## config.mk

```make
export PLATFORM = sky130hd
export DESIGN_NAME = knnfp_div
export DESIGN_NICKNAME = d
export VERILOG_FILES = /design/src/hdl/knnfp_div.sv
export SDC_FILE = /design/constraint.sdc
export NUM_CORES = 1
export LEC_CHECK = 0
export BUFFER_PORTS_ARGS = -buffer_cell sky130_fd_sc_hd__buf_2
export CAP_MARGIN = 20
export CORE_ASPECT_RATIO = 0.75
export CORE_MARGIN = 2
export CORE_UTILIZATION = 40
export CTS_CLUSTER_SIZE = 8
export DETAILED_ROUTE_END_ITERATION = 8
export PLACE_DENSITY = 0.67
export SLEW_MARGIN = 40
export SYNTH_ARGS = -nofsm -noshare
export SYNTH_HDL_FRONTEND = slang
export SYNTH_SLANG_ARGS = --single-unit
```

## constraint.sdc

```tcl
create_clock -name clk -period 2.6 [get_ports clk]
set_input_delay 0.52 -clock clk [delete_from_list [all_inputs] [get_ports clk]]
set_output_delay 0.52 -clock clk [all_outputs]
set_load 0.02 [all_outputs]
```

## src/hdl/knnfp_div.sv

```systemverilog
`timescale 1ns / 1ps
// ----------------------------------------------------------------------------
// knnfp_div
// Restoring unsigned divider, one quotient bit per cycle.
// ----------------------------------------------------------------------------
module knnfp_div #(
  parameter int NUM_W = 15,
  parameter int DEN_W = 5
) (
  input  logic             clk,
  input  logic             rst_n,
  input  logic             start,
  input  logic [NUM_W-1:0] num,
  input  logic [DEN_W-1:0] den,
  output logic             done,
  output logic [NUM_W-1:0] quo
);

  localparam int STEP_W = $clog2(NUM_W + 1);

  logic [NUM_W-1:0]  q_r;
  logic [DEN_W-1:0]  rem_r;
  logic [DEN_W-1:0]  den_r;
  logic [STEP_W-1:0] step_r;
  logic              busy_r;
  logic              done_r;
  logic [DEN_W:0]    trial;
  logic              ge;

  always_comb begin
    trial = {rem_r, q_r[NUM_W-1]};
    ge    = (trial >= {1'b0, den_r});
  end

  always_ff @(posedge clk) begin
    if (!rst_n) begin
      busy_r <= 1'b0;
      done_r <= 1'b0;
      step_r <= '0;
    end else begin
      done_r <= 1'b0;
      if (start) begin
        busy_r <= 1'b1;
        step_r <= STEP_W'(NUM_W);
      end else if (busy_r) begin
        step_r <= step_r - 1'b1;
        if (step_r == STEP_W'(1)) begin
          busy_r <= 1'b0;
          done_r <= 1'b1;
        end
      end
    end
  end

  always_ff @(posedge clk) begin
    if (start) begin
      q_r   <= num;
      rem_r <= '0;
      den_r <= den;
    end else if (busy_r) begin
      q_r   <= {q_r[NUM_W-2:0], ge};
      rem_r <= ge ? DEN_W'(trial - {1'b0, den_r}) : DEN_W'(trial);
    end
  end

  assign done = done_r;
  assign quo  = q_r;

endmodule

```

After elaboration in Yosys (flattened, before gate mapping)

Index checks and enable logic that the tools add are counted.

Bitwise operators: 2
Equal/unequal tests: 1
Reductions and logical operators: 2
Add/subtract/negate cells: 2
Muxes and demuxes: 9
$lt $le $gt $ge: 1

Operator list:

| operator                                                               | count |
|---|---|
| 15-bit 2-to-1 mux                                                      | 2 |
| 4-bit 2-to-1 mux                                                       | 2 |
| 6-bit by 5-bit greater-or-equal comparator with 1-bit output           | 1 |
| 5-bit 2-to-1 mux                                                       | 1 |
| 5-bit subtractor                                                       | 1 |
| 4-bit by 1-bit equality test with 1-bit output (second input constant) | 1 |
| 1-bit 2-to-1 mux                                                       | 4 |
| 4-bit by 1-bit subtractor with 4-bit output (second input constant)    | 1 |
| 3-bit OR reduction                                                     | 1 |
| 1-bit NOT                                                              | 2 |
| 2-bit nonzero test                                                     | 1 |

Input port bits: 23
Register bits after elaboration: 31
Logic and storage cells: 23

Depth between registers and ports, before layout

Gate-level depths: netlist of run 1.

Depth after elaboration: 4
Depth in mapped cells: 8
Mapped depth without buffers: 8

Worst setup path before layout of run 1

OpenSTA, ideal clock, no wires.

Kind: reg2reg
Start point: register q_r[14], in the netlist quo[14]
End point: register q_r[0], in the netlist quo[0], data pin
Clock period less this slack: 2199 ps
Path buffers: 0
Path slack: 401 ps
Cell stages (with the launch flop): 9
Arrival: 1939 ps
Path through: edfxtp_1 > inv_1 > ha_1 > inv_1 > fa_1 > a21oi_2 > a21oi_2 > or2_4 > mux2_2

Longest elaborated chain between the ends: 3

RTL lines:

| element                                                      | line | RTL |
|---|---|---|
| start, declared                                              | 21   | `logic [NUM_W-1:0] q_r;` |
| start signal, assigned                                       | 57   | `q_r <= num;` |
| start signal, assigned                                       | 61   | `q_r <= {q_r[NUM_W-2:0], ge};` |
| 6-bit by 5-bit greater-or-equal comparator with 1-bit output | 32   | `ge = (trial >= {1'b0, den_r});` |
| 15-bit 2-to-1 mux                                            | 60   | `end else if (busy_r) begin` |
| 15-bit 2-to-1 mux                                            | 56   | `if (start) begin` |

Every way passes these cells. The select of a mux whose other input is x is not followed.
A chain may end at the register's enable or synchronous reset.

Worst setup path after layout of run 1

Ends and elaborated chain as after synthesis.

==> results of run 1 <==
-- worst register-to-register path, stage by stage, from the launching register on --
cell	delay, ps
edfxtp_1	420
inv_1	80
ha_1	160
inv_1	50
fa_1	410
a21oi_2	200
a21oi_2	120
or2_4	290
mux2_2	270
-- routing by layer --
layer	wire [microns]	share of wire (%)	global-route usage (%)	vias to the layer above
met1	1260	44	17.8	500
li1	-	-	-	520
met4	40	1.4	6.63	0
met2	1460	50	24.4	24
met5	0	0	0	-
met3	131	4.5	5.83	5
-- where the power goes --
| part | total [W] | internal (W) | switching [W] |
|---|---|---|---|
| Sequential | 0.000615 | 0.000581 | 0.0000340 |
| Combinational | 0.000250 | 0.000112 | 0.000138 |
| Clock | 0.000492 | 0.000310 | 0.000182 |
| Total | 0.00136 | 0.00100 | 0.000354 |
-- cells in the mapped netlist, types with 2 or more instances --
cell,n
nor2b_1,2
o21a_1,4
a21oi_1,3
o21bai_1,3
nand2_1,9
ha_1,7
buf_2,3
xnor2_1,2
nor4b_1,3
a21oi_2,2
dfxtp_1,11
mux2_2,15
nor2_1,6
xor2_1,3
inv_1,11
a311oi_1,2
edfxtp_1,20
-- worst paths after layout --
path,startpoint,endpoint,slack [ps],cells past startpoint
worst min-delay path,den[1],den_r[1]$_DFFE_PP_,410,1
worst max-delay path,quo[14]$_DFFE_PP_,quo[0]$_DFFE_PP_,340,8
worst max register to register,quo[14]$_DFFE_PP_,quo[0]$_DFFE_PP_,340,8
worst min register to register,rem_r[4]$_SDFFE_PP0P_,rem_r[4]$_SDFFE_PP0P_,490,1
-- flip-flops by register name, summed over array words and instances, names as in the netlist --
register / flops
rem_r: 5
den_r: 5
step_r: 4
quo: 15
busy_r: 1
done: 1
-- metrics by stage --
stage / hold slack [ps] / setup WS (ps) / utilization (%) / std cells
finish: 411 / 342 / 51.1 / 215
global route: 396 / 259 / 51.1 / 215
detailed placement: 462 / 374 / 47.9 / 207
global placement: 453 / 448 / 47.9 / 207
floorplan: 443 / 401 / - / 121
CTS: 399 / 367 / 51.1 / 215
-- cells by family (layout without fill, tap and decap cells) --
logic type | Yosys count | in the layout
buf+inv | 16 | 58
simple gates | 27 | 27
flops | 31 | 31
mux | 16 | 16
xor+xnor | 5 | 5
fa+ha+maj | 8 | 8
compound gates | 18 | 18
-- cell type report --
| cell class | count | share of cell area [%] |
|---|---|---|
| clock inverter | 2 | 1.89 |
| multi-input combinational | 74 | 33.1 |
| clock buffer | 6 | 4.44 |
| tap | 52 | 3.50 |
| sequential | 31 | 44.2 |
| timing repair buffer | 39 | 10.6 |
| inverter | 11 | 2.22 |
-- layout by cell type, fill, tap and decap left out, drive strengths merged, types with 4 or more instances in the layout --
cell,count
a21oi,5
buf,39
clkbuf,6
dfxtp,11
edfxtp,20
ha,7
inv,11
mux2,15
nand2,9
nor2,6
o21a,4
==> Implementation_results.wiki, run 1 <==
{| class="wikitable"
! Metric !! Value
|-
| Number of search-and-repair iterations in the first detailed-routing pass || 4
|-
| Post-route ant nets || 0
|-
| Post-Synth Adder-Cell Area || 7.17%
|-
| Final worst-path cycle share || 86.8%
|-
| WP data arrival || 2290 ps
|-
| Max clock buf depth || 2
|-
| Number of pins exceeding their max-slew limit in the final report || 0
|-
| Top cells by area in the synthesized netlist || edfxtp_1 40%, dfxtp_1 15%, mux2_2 11%
|-
| Proportion of register bits with asynchronous set or reset after synthesis || 0%
|-
| GR Overflow Total || 0
|-
| Clock buffers created by TritonCTS || 5
|-
| Worst-case vdd ir drop || 0.413 mV
|-
| Die Wd || 74.7 microns
|-
| Area of placed instances || 1740 sq um
|-
| Input/output buffers || 38
|-
| Series of cell instances along the critical path || inv_1 > ha_1 > inv_1 > fa_1 > a21oi_2 > a21oi_2 > or2_4 > mux2_2
|-
| Area of the placeable core || 3640 sq um
|-
| Synthesized-area fraction occupied by xor and xnor cells || 2.92%
|-
| Total leakage power || 0.803 nW
|-
| Via count of the first global-routing pass || 1,031
|-
| Insertion delay to the later sink of the worst-skew pair || 280 ps
|-
| Outcome || complete, no violations
|-
| DIE AREA || 4260 sq um
|-
| Wire length after detailed routing || 2890 microns
|-
| Post-Synth Simple-Gate Area || 9.67%
|-
| Fraction of the mapped netlist area in compound gates || 9.34%
|-
| Layout net count || 193
|-
| Post-synthesis instance area || 1500 sq um
|-
| First-pass GRT wire length || 4710 microns
|-
| Post-route design area || 1860 sq um
|-
| Category of the worst setup path capture point || flop
|-
| Count of maximum capacitance violations || 0
|-
| Endpoints failing hold || 0
|-
| Synthesis-stage register bit count || 31
|-
| Weighted congestion reported at the end of routability-driven placement || 0.773
|-
| Number of buffers and inverters on the critical path || 2
|-
| YS warnings || 0
|-
| Height of the chip || 57.0 microns
|-
| Most instantiated flip-flop cell in the synthesis netlist || edfxtp_1
|-
| Portion of the post-synthesis area used by sequential elements || 54.7%
|-
| Master of the slowest instance on the critical path || edfxtp_1
|-
| Synth-to-layout area growth || 23.9%
|-
| Slowest stage delay, CP || 420 ps
|-
| Clock tree from TritonCTS || yes
|-
| Number of H-tree levels || 2
|-
| Clock net sink count || 31
|-
| Sequential cell area || 821 sq um
|-
| Synth Instances || 121
|-
| Post-DR vias/cell || 4.88
|-
| DR iter-0 viols || 41
|-
| Estimated wirelength of the detail-placed design || 2120 microns
|-
| Peak Freq || 443 MHz
|-
| Antenna violations before repair || 0
|-
| Setup repair after global routing missed its margin || false
|-
| Standard-cell row count || 19
|-
| Largest family of logic cells by synthesized area || multiplexers
|-
| Vias || 1,049
|-
| Per-instance average area after synthesis || 12.4 sq um
|-
| Share of the synthesized area in the top cell type || 40.0%
|-
| Library cells used by synthesis || 32
|-
| Startpoint Class || flop
|-
| Count of flip-flops with a built-in enable after synthesis || 20
|-
| Classification of the worst-slack hold path || in2reg
|-
| Final min period || 2260 ps
|-
| Antenna diode count || 0
|-
| Largest fanout of any net on the critical path || 6
|-
| Worst Clk Skew || 4.13 ps
|-
| Total power consumption of the routed design || 0.00136 W
|-
| Relative slew slack || 58.3%
|-
| Hold buffer count at CTS || 0
|-
| Cell chosen for the clock root || clkbuf_8
|-
| Most area-hungry cell type in the Yosys netlist || edfxtp_1
|-
| Multiplexer share of the synthesized area || 11.9%
|-
| Fraction of layout cells with a size suffix above 1 || 41.1%
|-
| # DRC || 0
|-
| Classification of the worst setup path || reg2reg
|-
| Average wire per standard cell || 13.4 microns
|-
| Layout fillers || 332
|-
| Measured slew at the worst slew-check pin || 625 ps
|-
| Total negative slack for setup checks || 0 ps
|-
| Starting density of the core || 41.2%
|-
| I/O pin cnt || 39
|-
| Post-CTS clock slew at the launch and capture registers of the worst setup and hold paths || 70 ps
|-
| Number of instances resized during post-cts repair || 0
|-
| Kind of cell adding the most delay to the critical path || adder cells
|-
| Required time at the endpoint of the critical path || 2630 ps
|-
| Maximum number of pins on one net before global-route repair || 19
|-
| Area occupied by multi-input gates || 616 sq um
|-
| Post-Syn Nets || 152
|-
| Pwr per Cell Area || 731 nW/um^2
|-
| Overall routing resource usage || 15.1%
|-
| Post-CTS setup repair buffer count || 0
|-
| Finish-stage setup viols || 0
|}
(Power assumes the default switching activity.)
==> run 2, diff against run 1 <==
- RECOVER_POWER: unset -> 25
==> run 2 against run 1 <==
  * Via count unchanged
  * Critical endpoint unchanged
  * Global-route usage did not move
  * Cell count did not move
  * First-iteration DRC count unchanged
  * Wire length is essentially flat
  * Register-to-register slack barely moved
  * Clock power is essentially flat
  * Critical path type unchanged
==> Implementation_results.wiki, run 2 (synthesis results as in run 1) <==
{| class="wikitable"
! Metric !! Value
|-
| DR iter-0 viols || 41 (unchanged)
|-
| Endpoints failing hold || 0 (unchanged)
|-
| Classification of the worst-slack hold path || in2reg
|-
| Series of cell instances along the critical path || inv_1 > ha_1 > inv_1 > fa_1 > a21oi_2 > a21oi_2 > or2_4 > mux2_2
|-
| Wire length after detailed routing || 2890 microns (about the same)
|-
| Insertion delay to the later sink of the worst-skew pair || 280 ps (about the same)
|-
| Classification of the worst setup path || reg2reg
|-
| Starting density of the core || 41.2% (unchanged)
|-
| Worst Clk Skew || 4.14 ps (+0.00441 ps)
|-
| Slowest stage delay, CP || 420 ps (about the same)
|-
| Number of H-tree levels || 2 (unchanged)
|-
| Number of buffers and inverters on the critical path || 2 (unchanged)
|-
| Fraction of layout cells with a size suffix above 1 || 40.5% (-0.61 points)
|-
| Number of search-and-repair iterations in the first detailed-routing pass || 4 (unchanged)
|-
| Cell chosen for the clock root || clkbuf_8
|-
| Worst hold margin || 411 ps (-0.00500 ps)
|-
| Weighted congestion reported at the end of routability-driven placement || 0.773 (unchanged)
|-
| Standard-cell row count || 19 (unchanged)
|-
| Finish-stage setup viols || 0 (unchanged)
|-
| Area of the placeable core || 3640 sq um (unchanged)
|-
| I/O pin cnt || 39 (unchanged)
|-
| WP data arrival || 2290 ps (about the same)
|-
| Vias || 1,049 (unchanged)
|-
| Total power consumption of the routed design || 0.00136 W (about the same)
|-
| Maximum number of pins on one net before global-route repair || 19 (unchanged)
|-
| Layout net count || 193 (unchanged)
|-
| Post-route ant nets || 0 (unchanged)
|-
| Flip-flop count of the largest register, all copies and words added || 15 (unchanged)
|-
| Hold depth || 1 (unchanged)
|-
| Required time at the endpoint of the critical path || 2630 ps (about the same)
|-
| Total leakage power || 0.800 nW (-0.34%)
|-
| Average wire per standard cell || 13.4 microns (about the same)
|-
| Max clock buf depth || 2 (unchanged)
|-
| Highest-count cells in the layout ignoring fill and taps || 37 x buf_2, 20 x edfxtp_1, 15 x mux2_2
|-
| Height of the chip || 57.0 microns (unchanged)
|-
| Measured slew at the worst slew-check pin || 945 ps (+320 ps)
|-
| Pwr per Cell Area || 731 nW/um^2 (about the same)
|-
| Clock tree from TritonCTS || yes
|-
| Post-CTS clock slew at the launch and capture registers of the worst setup and hold paths || 70 ps (about the same)
|-
| Setup repair after global routing missed its margin || false
|-
| Final min period || 2260 ps (-0.00200 ps)
|-
| Kind of cell adding the most delay to the critical path || adder cells
|-
| Number of cells on the critical path || 8 (unchanged)
|-
| Number of cells on the worst reg-to-reg path || 8 (unchanged)
|-
| Category of the worst setup path capture point || flop
|-
| Final worst-path cycle share || 86.8% (about the same)
|-
| First-pass GRT wire length || 4710 microns (unchanged)
|-
| Total negative slack for setup checks || 0 ps (unchanged)
|-
| Count of maximum capacitance violations || 0 (unchanged)
|-
| Master of the slowest instance on the critical path || edfxtp_1
|-
| # DRC || 0 (unchanged)
|-
| Die Wd || 74.7 microns (unchanged)
|-
| DIE AREA || 4260 sq um (unchanged)
|-
| Number of pins exceeding their max-slew limit in the final report || 0 (unchanged)
|-
| Overall routing resource usage || 15.1% (unchanged)
|-
| Clock buffers created by TritonCTS || 5 (unchanged)
|-
| Via count of the first global-routing pass || 1,031 (unchanged)
|-
| Layout fillers || 333 (+0.30%)
|-
| Synth-to-layout area growth || 23.8% (about the same)
|-
| Most frequent standard cell in the layout excluding fill and tap cells || buf_2
|-
| Hold buffer count at CTS || 0 (unchanged)
|-
| Largest fanout of any net on the critical path || 6 (unchanged)
|-
| Antenna diode count || 0 (unchanged)
|-
| Post-CTS setup repair buffer count || 0 (unchanged)
|-
| GR Overflow Total || 0 (unchanged)
|-
| Input/output buffers || 38 (unchanged)
|-
| Relative slew slack || 37.0% (-21 points)
|-
| Number of instances resized during post-cts repair || 0 (unchanged)
|-
| Clock net sink count || 31 (unchanged)
|-
| Estimated wirelength of the detail-placed design || 2120 microns (unchanged)
|-
| Antenna violations before repair || 0 (unchanged)
|-
| Peak Freq || 443 MHz (unchanged)
|-
| Startpoint Class || flop
|-
| Worst-case vdd ir drop || 0.413 mV (about the same)
|-
| Outcome || complete, no violations
|-
| Post-DR vias/cell || 4.88 (unchanged)
|}
-- run 2: changes by cell type in the layout (fill, tap and decap cells not counted), sizes merged --
cell    delta
clkbuf     +1
buf        -1
-- run 2: final timing paths --
kind / start / slack [ps] / end
min: den[1] / 410 / den_r[1]$_DFFE_PP_
min reg2reg: rem_r[4]$_SDFFE_PP0P_ / 490 / rem_r[4]$_SDFFE_PP0P_
max reg2reg: quo[14]$_DFFE_PP_ / 340 / quo[0]$_DFFE_PP_
max: quo[14]$_DFFE_PP_ / 340 / quo[0]$_DFFE_PP_
-- run 2: worst reg2reg max path, delay by kind of cell (launching register included) --
kind                     cells  cell delay, ps
adder cells (fa/ha/maj)      2             570
flip-flops                   1             420
AO/OA/AOI/OAI                2             320
AND/OR/NAND/NOR              1             290
multiplexers                 1             270
buffers and inverters        2             130
-- run 2: power breakdown --
| group | switching, W | total, W | internal [W] | leakage, nW |
|---|---|---|---|---|
| clock | 0.000182 | 0.000492 | 0.000310 | 0.0612 |
| combinational | 0.000138 | 0.000250 | 0.000112 | 0.448 |
| sequential | 0.0000340 | 0.000615 | 0.000581 | 0.291 |
| total | 0.000354 | 0.00136 | 0.00100 | 0.800 |
-- run 2: per-stage QoR --
step / instance area (sq um) / util [%] / setup WS, ps / std cells
finish: 1860 / 51.0 / 342 / 215
global route: 1860 / 51.0 / 259 / 215
CTS: 1860 / 51.1 / 367 / 215
detailed placement: 1740 / 47.9 / 374 / 207
global placement: 1740 / 47.9 / 448 / 207
floorplan: 1500 / - / 401 / 121
-- run 2: final cells by class --
| cell class | count | area (sq um) | share of cell area, % |
|---|---|---|---|
| clock buffers | 6 | 82.6 | 4.45 |
| clock inverters | 2 | 35.0 | 1.89 |
| inverters | 11 | 41.3 | 2.22 |
| multi-input cells | 74 | 616 | 33.2 |
| flip-flops and latches | 31 | 821 | 44.2 |
| well taps | 52 | 65.1 | 3.50 |
| repair buffers | 39 | 196 | 10.6 |
-- run 2: per-layer routing --
layer	global-route usage [%]	wire (microns)
met1	17.8	1260
met2	24.4	1460
met3	5.83	131
met4	6.63	40
met5	0	0
==> run 3, diff against run 2 <==
- CORE_ASPECT_RATIO: 0.75 -> unset
==> run 3 against run 2 <==
  * First-iteration DRC count is 44% lower
  * Setup slack better by 67 ps
  * Total power is 11% lower
  * Clock-buffer cell count is 1 higher
  * Clock power is 29% lower
  * Maximum frequency is 3.1% higher
  * Worst hold slack better by 3.0 ps
  * Critical path depth stayed put
  * Critical path type unchanged
  * Core utilization is 1.2 points lower
==> Implementation_results.wiki, run 3 (synthesis results as in run 1) <==
{| class="wikitable"
! Metric !! Value
|-
| Outcome || complete, no violations
|-
| Sequential cell area || 821 sq um (unchanged)
|-
| Insertion delay to the later sink of the worst-skew pair || 280 ps (about the same)
|-
| Post-CTS setup repair buffer count || 0 (unchanged)
|-
| Height of the chip || 65.2 microns (+14%)
|-
| Finish-stage setup viols || 0 (unchanged)
|-
| Measured slew at the worst slew-check pin || 914 ps (-31.0 ps)
|-
| Classification of the worst-slack hold path || in2reg
|-
| Most frequent standard cell in the layout excluding fill and tap cells || buf_2
|-
| DIE AREA || 4260 sq um (-0.12%)
|-
| Worst Clk Skew || 5.60 ps (+1.46 ps)
|-
| Total negative slack for setup checks || 0 ps (unchanged)
|-
| Hold buffer count at CTS || 0 (unchanged)
|-
| Largest fanout of any net on the critical path || 6 (unchanged)
|-
| Number of H-tree levels || 2 (unchanged)
|-
| Clock net sink count || 31 (unchanged)
|-
| Post-route design area || 1810 sq um (-2.5%)
|-
| Vias || 1,065 (+1.5%)
|-
| Antenna diode count || 0 (unchanged)
|-
| GR Overflow Total || 0 (unchanged)
|-
| Sequential Power Share || 50.6% (+5.3 points)
|-
| Antenna violations before repair || 0 (unchanged)
|-
| I/O pin cnt || 39 (unchanged)
|-
| Post-route ant nets || 0 (unchanged)
|-
| Flip-flop count of the largest register, all copies and words added || 15 (unchanged)
|-
| Final min period || 2190 ps (-66.8 ps)
|-
| Layout net count || 193 (unchanged)
|-
| Worst-case vdd ir drop || 0.370 mV (-10%)
|-
| Standard-cell row count || 22 (+3)
|-
| Die Wd || 65.2 microns (-13%)
|-
| Net switching fraction of the power || 27.4% (+1.3 points)
|-
| Pwr per Cell Area || 669 nW/um^2 (-8.4%)
|-
| Max clock buf depth || 2 (unchanged)
|-
| Final worst-path cycle share || 84.3% (-2.6 points)
|-
| Peak Freq || 456 MHz (+3.1%)
|-
| Setup repair after global routing missed its margin || false
|-
| Category of the worst setup path capture point || flop
|-
| Area of the placeable core || 3630 sq um (-0.10%)
|-
| Weighted congestion reported at the end of routability-driven placement || 0.852 (+10%)
|-
| Maximum number of pins on one net before global-route repair || 19 (unchanged)
|-
| # DRC || 0 (unchanged)
|-
| Cell chosen for the clock root || clkbuf_8
|-
| First-pass GRT wire length || 4660 microns (-1.2%)
|-
| Post-CTS clock slew at the launch and capture registers of the worst setup and hold paths || 60 ps (about the same)
|-
| Starting density of the core || 41.3% (+0.043 points)
|-
| Startpoint Class || flop
|-
| Number of pins exceeding their max-slew limit in the final report || 0 (unchanged)
|-
| Count of maximum capacitance violations || 0 (unchanged)
|-
| Post-DR vias/cell || 5.05 (+3.4%)
|-
| Clock buffers created by TritonCTS || 5 (unchanged)
|-
| Required time at the endpoint of the critical path || 2630 ps (about the same)
|-
| Area occupied by multi-input gates || 616 sq um (unchanged)
|-
| Fraction of power consumed by combinational cells || 20.4% (+2.0 points)
|-
| Number of search-and-repair iterations in the first detailed-routing pass || 4 (unchanged)
|-
| WP data arrival || 2220 ps (-70 ps)
|-
| Overall routing resource usage || 14.5% (-0.53 points)
|-
| Clock group share of total power || 29.0% (-7.2 points)
|-
| Average wire per standard cell || 12.7 microns (-5.1%)
|-
| Classification of the worst setup path || reg2reg
|-
| Area of placed instances || 1740 sq um (-0.29%)
|-
| Wire length after detailed routing || 2690 microns (-6.9%)
|-
| Fraction of layout cells with a size suffix above 1 || 37.4% (-3.1 points)
|-
| Internal Power || 0.000880 W (-12%)
|-
| Highest-count cells in the layout ignoring fill and taps || 36 x buf_2, 20 x edfxtp_1, 14 x mux2_2
|-
| Number of placed cells counting well taps || 203 (-1.9%)
|-
| Final non-filler cell total || 211 (-1.9%)
|-
| Clock tree from TritonCTS || yes
|-
| Total leakage power || 0.774 nW (-3.4%)
|-
| Via count of the first global-routing pass || 1,063 (+3.1%)
|-
| Estimated wirelength of the detail-placed design || 2080 microns (-1.8%)
|-
| Endpoints failing hold || 0 (unchanged)
|-
| Input/output buffers || 38 (unchanged)
|-
| DR iter-0 viols || 23 (-44%)
|-
| Relative slew slack || 39.1% (+2.1 points)
|-
| Net switching power || 0.000332 W (-6.2%)
|-
| Synth-to-layout area growth || 20.7%
|-
| Number of instances resized during post-cts repair || 0 (unchanged)
|-
| Layout fillers || 354 (+6.3%)
|}
## run 3: power by group through the flow
stage	Sequential, W	Clock, W	Combinational [W]
finish	0.000614	0.000351	0.000247
global route	0.000622	0.000387	0.000277
CTS	0.000615	0.000365	0.000252
detailed placement	0.000624	0	0.000252
global placement	0.000621	0	0.000245
floorplan	0.000648	0	0.000149
## run 3: worst paths after layout
check	startpoint	end	slack (ps)	depth (start not counted)
max	quo[14]$_DFFE_PP_	quo[0]$_DFFE_PP_	410	8
min	den[2]	den_r[2]$_DFFE_PP_	410	1
max reg2reg	quo[14]$_DFFE_PP_	quo[0]$_DFFE_PP_	410	8
min reg2reg	rem_r[4]$_SDFFE_PP0P_	rem_r[4]$_SDFFE_PP0P_	480	1
## run 3: per-layer routing
layer / GRT usage (%) / wire length (microns)
met5: 0 / 0
met2: 24.4 / 1420
met1: 17.0 / 1070
met4: 4.95 / 44
met3: 5.65 / 157
## run 3: cell type report
cell class              count  share of cell area [%]
clock buffers               7                    4.22
inverters                  11                    2.28
flip-flops and latches     31                    45.3
clock inverters             1                   0.276
repair buffers             39                    10.6
multi-input cells          74                    34.0
well taps                  48                    3.32
## run 3: worst max-delay path: stages, from the launching register on
cell and delay [ps]:
edfxtp_1 410, inv_1 80, ha_1 160, inv_1 50
fa_1 410, a21oi_2 180, a21oi_2 110, or2_4 280
mux2_2 260
## run 3: metrics by stage
| stage | util [%] | setup slack (ps) | total power [W] | hold WS (ps) |
|---|---|---|---|---|
| 3_3_place_gp | 47.8 | 482 | 0.000866 | 461 |
| 6_report | 49.8 | 409 | 0.00121 | 414 |
| 2_1_floorplan | - | 401 | 0.000797 | 443 |
| 5_1_grt | 49.8 | 247 | 0.00129 | 404 |
| 4_1_cts | 50.0 | 405 | 0.00123 | 404 |
| 3_5_place_dp | 47.8 | 409 | 0.000876 | 465 |
